<file path="config.mk">
export PLATFORM = sky130hd
export DESIGN_NAME = adjacent_pair_resource_scheduler
export DESIGN_NICKNAME = d
export VERILOG_FILES = /design/src/hw/rtl/apr_pkg.sv /design/src/hw/rtl/adjacent_pair_resource_scheduler.sv /design/src/hw/rtl/apr_ram.sv /design/src/hw/rtl/apr_ctrl.sv /design/src/hw/rtl/apr_datapath.sv
export SDC_FILE = /design/constraint.sdc
export NUM_CORES = 1
export LEC_CHECK = 0
export ABC_AREA = 1
export BUFFER_PORTS_ARGS = -buffer_cell sky130_fd_sc_hd__buf_2
export CAP_MARGIN = 5
export CORE_AREA = 10 10 213 215
export DETAILED_ROUTE_END_ITERATION = 16
export DIE_AREA = 0 0 223 225
export PLACE_DENSITY = 0.84
export SLEW_MARGIN = 20
export SYNTH_ARGS = -nofsm -noshare
export SYNTH_HDL_FRONTEND = slang
export SYNTH_SLANG_ARGS = --single-unit
</file>
<file path="constraint.sdc">
create_clock -name clk -period 13.48 [get_ports clk]
set_input_delay 1.348 -clock clk [delete_from_list [all_inputs] [get_ports clk]]
set_output_delay 1.348 -clock clk [all_outputs]
set_load 0.02 [all_outputs]
</file>
<file path="src/hw/rtl/apr_pkg.sv">
// shared types and status codes for the adjacent pair resource scheduler
package apr_pkg;

    // per-seat status codes reported on the result ports
    localparam logic [2:0] ST_THINKING      = 3'd0;
    localparam logic [2:0] ST_WAITING       = 3'd1;
    localparam logic [2:0] ST_STARTED       = 3'd2;
    localparam logic [2:0] ST_EATING        = 3'd3;
    localparam logic [2:0] ST_FINISHED_NOW  = 3'd4;
    localparam logic [2:0] ST_FINISHED_EARL = 3'd5;

    // request opcodes
    localparam logic OP_LOAD = 1'b0;
    localparam logic OP_TICK = 1'b1;

    // reset value of the active seat count
    localparam logic [4:0] ACTIVE_COUNT_RESET = 5'd5;

    // controller to datapath commands
    typedef struct packed {
        logic load;   // write one seat's times and clear its flags
        logic exec;   // evaluate the current seat and emit its status
    } apr_cmd_t;

    // datapath to controller status
    typedef struct packed {
        logic last_seat;  // current seat is the last active one
    } apr_stat_t;

endpackage

</file>
<file path="src/hw/rtl/adjacent_pair_resource_scheduler.sv">
// top level of the adjacent pair resource scheduler
// A request is taken when start is high and busy is low. A load request (op 0)
// writes one seat's arrival and duration in the cycle it is taken and leaves
// busy low, so requests can follow every cycle. A tick request (op 1) scans
// the active seats in order, their count clamped to 1..SEATS; busy stays high
// until the last seat is evaluated. Each seat is first read from the seat
// stores (registered read) in a fetch state and then evaluated in an exec
// state.
// One status line per seat appears on the result ports for exactly one cycle,
// marked by strobe; the receiver must take each one as it comes, there is no
// back pressure. The last line of a tick carries last and all_done.
// cfg_ready is always high; write active_count only while idle.
module adjacent_pair_resource_scheduler #(
    parameter int SEATS     = 16,
    parameter int TIME_BITS = 16
) (
    input  logic        clk,
    input  logic        rst_n,
    input  logic        start,
    output logic        busy,
    input  logic        op,
    input  logic [3:0]  seat,
    input  logic [15:0] arrival,
    input  logic [15:0] duration,
    input  logic        cfg_valid,
    output logic        cfg_ready,
    input  logic [4:0]  cfg_data,
    output logic        strobe,
    output logic [3:0]  seat_out,
    output logic [2:0]  status,
    output logic [15:0] tick_time,
    output logic        last,
    output logic        all_done
);
    import apr_pkg::*;

    apr_cmd_t                 cmd;
    apr_stat_t                stat;
    logic [$clog2(SEATS)-1:0] idx;

    assign cfg_ready = 1'b1;

    // controller
    apr_ctrl #(
        .SEATS (SEATS)
    ) u_ctrl (
        .clk   (clk),
        .rst_n (rst_n),
        .start (start),
        .op    (op),
        .stat  (stat),
        .cmd   (cmd),
        .idx   (idx),
        .busy  (busy)
    );

    // datapath
    apr_datapath #(
        .SEATS     (SEATS),
        .TIME_BITS (TIME_BITS)
    ) u_datapath (
        .clk       (clk),
        .rst_n     (rst_n),
        .cmd       (cmd),
        .idx       (idx),
        .stat      (stat),
        .cfg_valid (cfg_valid && cfg_ready),
        .cfg_data  (cfg_data),
        .seat      (seat),
        .arrival   (arrival),
        .duration  (duration),
        .strobe    (strobe),
        .seat_out  (seat_out),
        .status    (status),
        .tick_time (tick_time),
        .last      (last),
        .all_done  (all_done)
    );

endmodule

</file>
<file path="src/hw/rtl/apr_ram.sv">
// generic single write port ram with registered read
module apr_ram #(
    parameter int WIDTH = 16,
    parameter int DEPTH = 16
) (
    input  logic                     clk,
    input  logic                     we,
    input  logic [$clog2(DEPTH)-1:0] waddr,
    input  logic [WIDTH-1:0]         wdata,
    input  logic [$clog2(DEPTH)-1:0] raddr,
    output logic [WIDTH-1:0]         rdata
);

    logic [WIDTH-1:0] mem [DEPTH];
    logic [WIDTH-1:0] rdata_reg;

    // write port and registered read port
    always_ff @(posedge clk)
    begin
        if (we)
        begin
            mem[waddr] <= wdata;
        end
        rdata_reg <= mem[raddr];
    end

    assign rdata = rdata_reg;

endmodule

</file>
<file path="src/hw/rtl/apr_ctrl.sv">
// controller state machine: accepts requests and sequences the seat scan
module apr_ctrl #(
    parameter int SEATS = 16
) (
    input  logic                     clk,
    input  logic                     rst_n,
    input  logic                     start,
    input  logic                     op,
    input  apr_pkg::apr_stat_t       stat,
    output apr_pkg::apr_cmd_t        cmd,
    output logic [$clog2(SEATS)-1:0] idx,
    output logic                     busy
);
    import apr_pkg::*;

    localparam int IDX_BITS = $clog2(SEATS);

    typedef enum logic [1:0] {
        S_IDLE,
        S_FETCH,
        S_EXEC
    } state_t;

    state_t              state_reg, state_next;
    logic [IDX_BITS-1:0] idx_reg, idx_next;
    logic                busy_reg, busy_next;

    // next state and seat counter
    always_comb
    begin
        state_next = state_reg;
        idx_next   = idx_reg;
        case (state_reg)
            S_IDLE:
            begin
                if (start && (op == OP_TICK))
                begin
                    state_next = S_FETCH;
                    idx_next   = '0;
                end
            end
            S_FETCH:
            begin
                state_next = S_EXEC;
            end
            S_EXEC:
            begin
                if (stat.last_seat)
                begin
                    state_next = S_IDLE;
                end
                else
                begin
                    state_next = S_FETCH;
                    idx_next   = idx_reg + IDX_BITS'(1);
                end
            end
            default:
            begin
                state_next = S_IDLE;
            end
        endcase
        busy_next = (state_next != S_IDLE);
    end

    // state and registered outputs
    always_ff @(posedge clk or negedge rst_n)
    begin
        if (!rst_n)
        begin
            state_reg <= S_IDLE;
            idx_reg   <= '0;
            busy_reg  <= 1'b0;
        end
        else
        begin
            state_reg <= state_next;
            idx_reg   <= idx_next;
            busy_reg  <= busy_next;
        end
    end

    // commands to the datapath
    always_comb
    begin
        cmd.load = (state_reg == S_IDLE) && start && (op == OP_LOAD);
        cmd.exec = (state_reg == S_EXEC);
    end

    assign idx  = idx_reg;
    assign busy = busy_reg;

endmodule

</file>
<file path="src/hw/rtl/apr_datapath.sv">
// datapath: seat stores, resource and seat flags, time counter, result registers
module apr_datapath #(
    parameter int SEATS     = 16,
    parameter int TIME_BITS = 16
) (
    input  logic                     clk,
    input  logic                     rst_n,
    input  apr_pkg::apr_cmd_t        cmd,
    input  logic [$clog2(SEATS)-1:0] idx,
    output apr_pkg::apr_stat_t       stat,
    input  logic                     cfg_valid,
    input  logic [4:0]               cfg_data,
    input  logic [3:0]               seat,
    input  logic [15:0]              arrival,
    input  logic [15:0]              duration,
    output logic                     strobe,
    output logic [3:0]               seat_out,
    output logic [2:0]               status,
    output logic [15:0]              tick_time,
    output logic                     last,
    output logic                     all_done
);
    import apr_pkg::*;

    localparam int IDX_BITS = $clog2(SEATS);
    localparam int CNT_BITS = $clog2(SEATS + 1);
    localparam int CMP_BITS = (TIME_BITS > 16) ? TIME_BITS : 16;

    logic [4:0]           active_count_reg;
    logic [SEATS-1:0]     held_reg, held_next;
    logic [SEATS-1:0]     eat_reg, eat_next;
    logic [SEATS-1:0]     done_reg, done_next;
    logic [TIME_BITS-1:0] time_reg, time_next;

    logic                 strobe_reg;
    logic [3:0]           seat_out_reg;
    logic [2:0]           status_reg, status_next;
    logic [15:0]          tick_time_reg;
    logic                 last_reg;
    logic                 all_done_reg, all_done_next;

    logic [CNT_BITS-1:0]  n_eff;
    logic                 last_seat;
    logic [IDX_BITS-1:0]  nx;
    logic [SEATS-1:0]     active_mask;
    logic [31:0]          seat_wide;
    logic                 seat_ok;
    logic [IDX_BITS-1:0]  seat_idx;
    logic [15:0]          arr_rd, rem_rd;
    logic                 rem_dec;
    logic                 rem_we;
    logic [IDX_BITS-1:0]  rem_waddr;
    logic [15:0]          rem_wdata;
    logic [31:0]          idx_wide;
    logic [31:0]          time_wide;

    // configuration register, always ready
    always_ff @(posedge clk or negedge rst_n)
    begin
        if (!rst_n)
        begin
            active_count_reg <= ACTIVE_COUNT_RESET;
        end
        else if (cfg_valid)
        begin
            active_count_reg <= cfg_data;
        end
    end

    // clamp the active count to 1..SEATS
    always_comb
    begin
        if (active_count_reg == 5'd0)
        begin
            n_eff = CNT_BITS'(1);
        end
        else if (32'(active_count_reg) > SEATS)
        begin
            n_eff = CNT_BITS'(SEATS);
        end
        else
        begin
            n_eff = CNT_BITS'(active_count_reg);
        end
    end

    // last seat and neighbor index
    assign last_seat      = ((CNT_BITS'(idx) + CNT_BITS'(1)) == n_eff);
    assign nx             = last_seat ? '0 : (idx + IDX_BITS'(1));
    assign stat.last_seat = last_seat;

    always_comb
    begin
        for (int j = 0; j < SEATS; j++)
        begin
            active_mask[j] = (j < 32'(n_eff));
        end
    end

    // load address check
    assign seat_wide = 32'(seat);
    assign seat_ok   = (seat_wide < SEATS);
    assign seat_idx  = seat_wide[IDX_BITS-1:0];

    // seat evaluation and flag updates
    always_comb
    begin
        held_next     = held_reg;
        eat_next      = eat_reg;
        done_next     = done_reg;
        time_next     = time_reg;
        status_next   = ST_THINKING;
        rem_dec       = 1'b0;
        all_done_next = 1'b0;
        if (cmd.load && seat_ok)
        begin
            eat_next[seat_idx]  = 1'b0;
            done_next[seat_idx] = 1'b0;
        end
        if (cmd.exec)
        begin
            if (done_reg[idx])
            begin
                status_next = ST_FINISHED_EARL;
            end
            else if (CMP_BITS'(arr_rd) > CMP_BITS'(time_reg))
            begin
                status_next = ST_THINKING;
            end
            else if (rem_rd == 16'd0)
            begin
                if (eat_reg[idx])
                begin
                    held_next[idx] = 1'b0;
                    held_next[nx]  = 1'b0;
                end
                eat_next[idx]  = 1'b0;
                done_next[idx] = 1'b1;
                status_next    = ST_FINISHED_NOW;
            end
            else if (eat_reg[idx])
            begin
                rem_dec     = 1'b1;
                status_next = ST_EATING;
            end
            else if (held_reg[idx] || held_reg[nx])
            begin
                status_next = ST_WAITING;
            end
            else
            begin
                held_next[idx] = 1'b1;
                held_next[nx]  = 1'b1;
                eat_next[idx]  = 1'b1;
                rem_dec        = 1'b1;
                status_next    = ST_STARTED;
            end
            if (last_seat)
            begin
                all_done_next = &(done_next | ~active_mask);
                if (time_reg != {TIME_BITS{1'b1}})
                begin
                    time_next = time_reg + TIME_BITS'(1);
                end
            end
        end
    end

    // control state registers
    always_ff @(posedge clk or negedge rst_n)
    begin
        if (!rst_n)
        begin
            held_reg   <= '0;
            eat_reg    <= '0;
            done_reg   <= '0;
            time_reg   <= '0;
            strobe_reg <= 1'b0;
        end
        else
        begin
            held_reg   <= held_next;
            eat_reg    <= eat_next;
            done_reg   <= done_next;
            time_reg   <= time_next;
            strobe_reg <= cmd.exec;
        end
    end

    assign idx_wide  = 32'(idx);
    assign time_wide = 32'(time_reg);

    // result payload registers
    always_ff @(posedge clk)
    begin
        if (cmd.exec)
        begin
            seat_out_reg  <= idx_wide[3:0];
            status_reg    <= status_next;
            tick_time_reg <= time_wide[15:0];
            last_reg      <= last_seat;
            all_done_reg  <= all_done_next;
        end
    end

    // remaining time store write mux: load or countdown
    assign rem_we    = (cmd.load && seat_ok) || rem_dec;
    assign rem_waddr = cmd.load ? seat_idx : idx;
    assign rem_wdata = cmd.load ? duration : (rem_rd - 16'd1);

    apr_ram #(
        .WIDTH (16),
        .DEPTH (SEATS)
    ) u_arrival_ram (
        .clk   (clk),
        .we    (cmd.load && seat_ok),
        .waddr (seat_idx),
        .wdata (arrival),
        .raddr (idx),
        .rdata (arr_rd)
    );

    apr_ram #(
        .WIDTH (16),
        .DEPTH (SEATS)
    ) u_remaining_ram (
        .clk   (clk),
        .we    (rem_we),
        .waddr (rem_waddr),
        .wdata (rem_wdata),
        .raddr (idx),
        .rdata (rem_rd)
    );

    assign strobe    = strobe_reg;
    assign seat_out  = seat_out_reg;
    assign status    = status_reg;
    assign tick_time = tick_time_reg;
    assign last      = last_reg;
    assign all_done  = all_done_reg;

endmodule
</file>
==> reports/results.txt <==
Status = finished, final reports clean
Sequential area share after synthesis = 68.64%
Worst-path fanout max = 68
GRT overflow = 0
Hold Crit Class = reg -> reg
Largest net degree at the start of global routing = 272
Avg Synthesized Cell Area = 11.14 µm²
Cell count after synthesis = 2445
CTS-repair resized insts = 0
Post-Synth Adder-Cell Area = 1.011%
Syn_nets = 2513
Cell Rows = 75
DIE AREA = 50180 µm²
Multiplexer share of the synthesized area = 0.04135%
Most frequent cells in the layout = edfxtp_1, nor2_1, o21ai_0, nand2_1, o22ai_1
Post-synthesis cell area = 27240 µm²
Complex-gate fraction of the synthesized area = 11.77%
Crit path DAT = 5.27 ns
Tot Pwr = 6.480 mW
Total core area = 41380 µm²
Synthesized flop and latch total = 646
Slew headroom = 18.98%
Tcrit/Tclk final = 37.26%
Vias in the first global route = 19425
N_diodes = 0
Gpl congestion = 0.9602
Skew final = 0.01464 ns
CP endpoint kind = flop
Hold Fails Final Rpt = 0
Number of max-cap violations = 0
First-pass GRT wire length = 114.4 mm
Leak pwr = 10.75 nW
Share of post-route cells with drive strength above 1 = 11.69%
Fmax = 199.1 MHz
Slew Viols, Final = 0
Root Driver = clkbuf_16
# Post-CTS Setup Buffers = 0
Post-synth ARST share = 11.92%
Post-layout nets = 2547
DRC Markers = 0
CP Class = reg -> reg
ANT nets after route = 0
Layout area overhead = 11.63%
Die width = 223 µm
Regs by FF count = u_datapath.u_arrival_ram.mem x256, u_datapath.u_remaining_ram.mem x256
Via count = 20076
Post-synth cell types = 49
Post-DP HPWL = 44.35 mm
Port buffer count = 72
Initial Utilization = 65.81%
Simple-gate share of the synthesized area = 14.10%
Setup TNS = 0 ns
PwrDens = 213.1 nW/µm²
Most common cell after layout, fill and taps aside = edfxtp_1
Number of enable flip-flop cells after synthesis = 537
Maximum clock insertion buffer count = 3
Ys Warns = 0
Clock Sink Count = 646
Period minus WS final = 5.023 ns
Vias per cell = 6.537
WL final = 75.72 mm
Worst-path clk slew = 0.07 ns
CTS Buf Count = 61
Startpoint types = flop
Hold-fix buffers, CTS = 0
Most common flop cell mapped by yosys = edfxtp_1
Post-DR wirelength/cell = 24.66 µm
Clock Latency Late Sink = 0.63 ns
Hold Worst Slack = 0.4638 ns
Transition time of the tightest slew-check pin = 1.215 ns
H-tree Lvls = 2
Initial DRC count = 3535
Final Setup Violations = 0
Die height = 225 µm
Unrepaired setup endpoints after global routing = no
XOR/XNOR Fraction of Synth Area = 0.6431%
Largest family of logic cells by synthesized area = simple AND/OR/NAND/NOR gates
Max VDD drop = 173.0 µV
DRT Pass-1 Iters = 5
Total track usage = 29.51%
WP data required = 13.73 ns
I/O Pins = 74
Antenna violations before repair = 2
CTS tree = yes
critical path, stage by stage (launching register included):
cell and delay (ns):
dfrtp_4 0.71, inv_4 0.60, ha_1 0.46, inv_1 0.16, nand3_1 0.09, nand3_1 0.13, nor2_4 0.05, nand2_4 0.15
o21ai_1 0.24, nand2_1 0.14, nand2_1 0.05, nor2_1 0.10, nor2_1 0.07, nor2_4 0.14, nand2_4 0.08, nand2_1 0.07
nand3_1 0.17, nand2_1 0.18, nand2_1 0.22, nor2_2 0.80
report_power, final:
group / internal, mW / leakage [nW] / switching (mW)
Clock: 1.14 / 1.09 / 0.755
Combinational: 0.485 / 3.59 / 1.45
Sequential: 2.52 / 6.06 / 0.137
synth_stat cells (3+ instances only):
library cell / n / area [µm²]
nor3_1: 41 / 205.2
buf_4: 4 / 30.03
nand2_4: 3 / 33.78
nand2_2: 9 / 56.30
nand3_1: 63 / 315.3
dfxtp_1: 32 / 640.6
inv_2: 5 / 18.77
o22ai_1: 134 / 838.3
o2111ai_1: 11 / 96.34
dfrtp_1: 75 / 1877
nand4_1: 52 / 325.3
o21ai_1: 3 / 15.01
nor2_4: 4 / 45.04
o21ai_0: 365 / 1827
a32o_1: 4 / 40.04
buf_6: 4 / 45.04
inv_1: 119 / 446.7
nor2_2: 3 / 18.77
a31oi_1: 6 / 37.54
nor2_1: 399 / 1498
xor2_1: 19 / 166.4
ha_1: 22 / 275.3
buf_2: 11 / 55.05
or2_2: 6 / 37.54
clkbuf_1: 112 / 420.4
a211oi_1: 8 / 60.06
nand2_1: 330 / 1239
edfxtp_1: 537 / 16130
nor4_1: 5 / 31.28
a21oi_1: 36 / 180.2
through the flow:
step / utilization, % / setup WS [ns] / instance area (µm²) / cells
2_1_floorplan: - / 8.931 / 27240 / 2445
3_3_place_gp: 68.03 / 8.763 / 28150 / 2955
3_5_place_dp: 68.03 / 8.640 / 28150 / 2955
4_1_cts: 73.44 / 8.594 / 30390 / 3071
5_1_grt: 73.47 / 8.060 / 30400 / 3071
6_report: 73.47 / 8.457 / 30400 / 3071
final timing paths:
kind                                           from                                     to  slack (ns)  cells past startpoint
worst max register to register        u_ctrl.idx[1]  u_datapath.u_remaining_ram.mem[7][14]        8.46                     19
worst min-delay path            u_ctrl.state_reg[1]                    u_ctrl.state_reg[1]        0.46                      1
max in group asynchronous                     rst_n                          u_ctrl.idx[0]       12.14                      1
min in group asynchronous                     rst_n                 u_datapath.time_reg[3]        0.75                      1
worst min register to register  u_ctrl.state_reg[1]                    u_ctrl.state_reg[1]        0.46                      1
worst max-delay path                  u_ctrl.idx[1]  u_datapath.u_remaining_ram.mem[7][14]        8.46                     19
layer usage:
layer,GRT usage (%),wire length (µm)
met2,45.57,35270
met1,39.60,27500
met3,6.887,9796
met4,12.82,3144
met5,0,13
cell type report:
| type | count | area [µm²] |
|---|---|---|
| inverters | 126 | 485.5 |
| well taps | 539 | 674.4 |
| flip-flops and latches | 646 | 18700 |
| fillers | 2547 | 10980 |
| repair buffers | 103 | 611.8 |
| multi-input cells | 1541 | 7691 |
| clock inverters | 41 | 556.8 |
| clock buffers | 75 | 1682 |
kinds of logic (layout without fill, tap and decap cells):
family | Yosys count | count (layout)
adder cells (fa/ha/maj) | 22 | 22
AO/OA/AOI/OAI | 579 | 579
AND/OR/NAND/NOR | 918 | 918
flip-flops | 646 | 646
multiplexers | 1 | 1
XOR/XNOR | 20 | 20
buffers and inverters | 258 | 345
other | 1 | 1
Note: power is estimated with default switching activity, not from simulation.
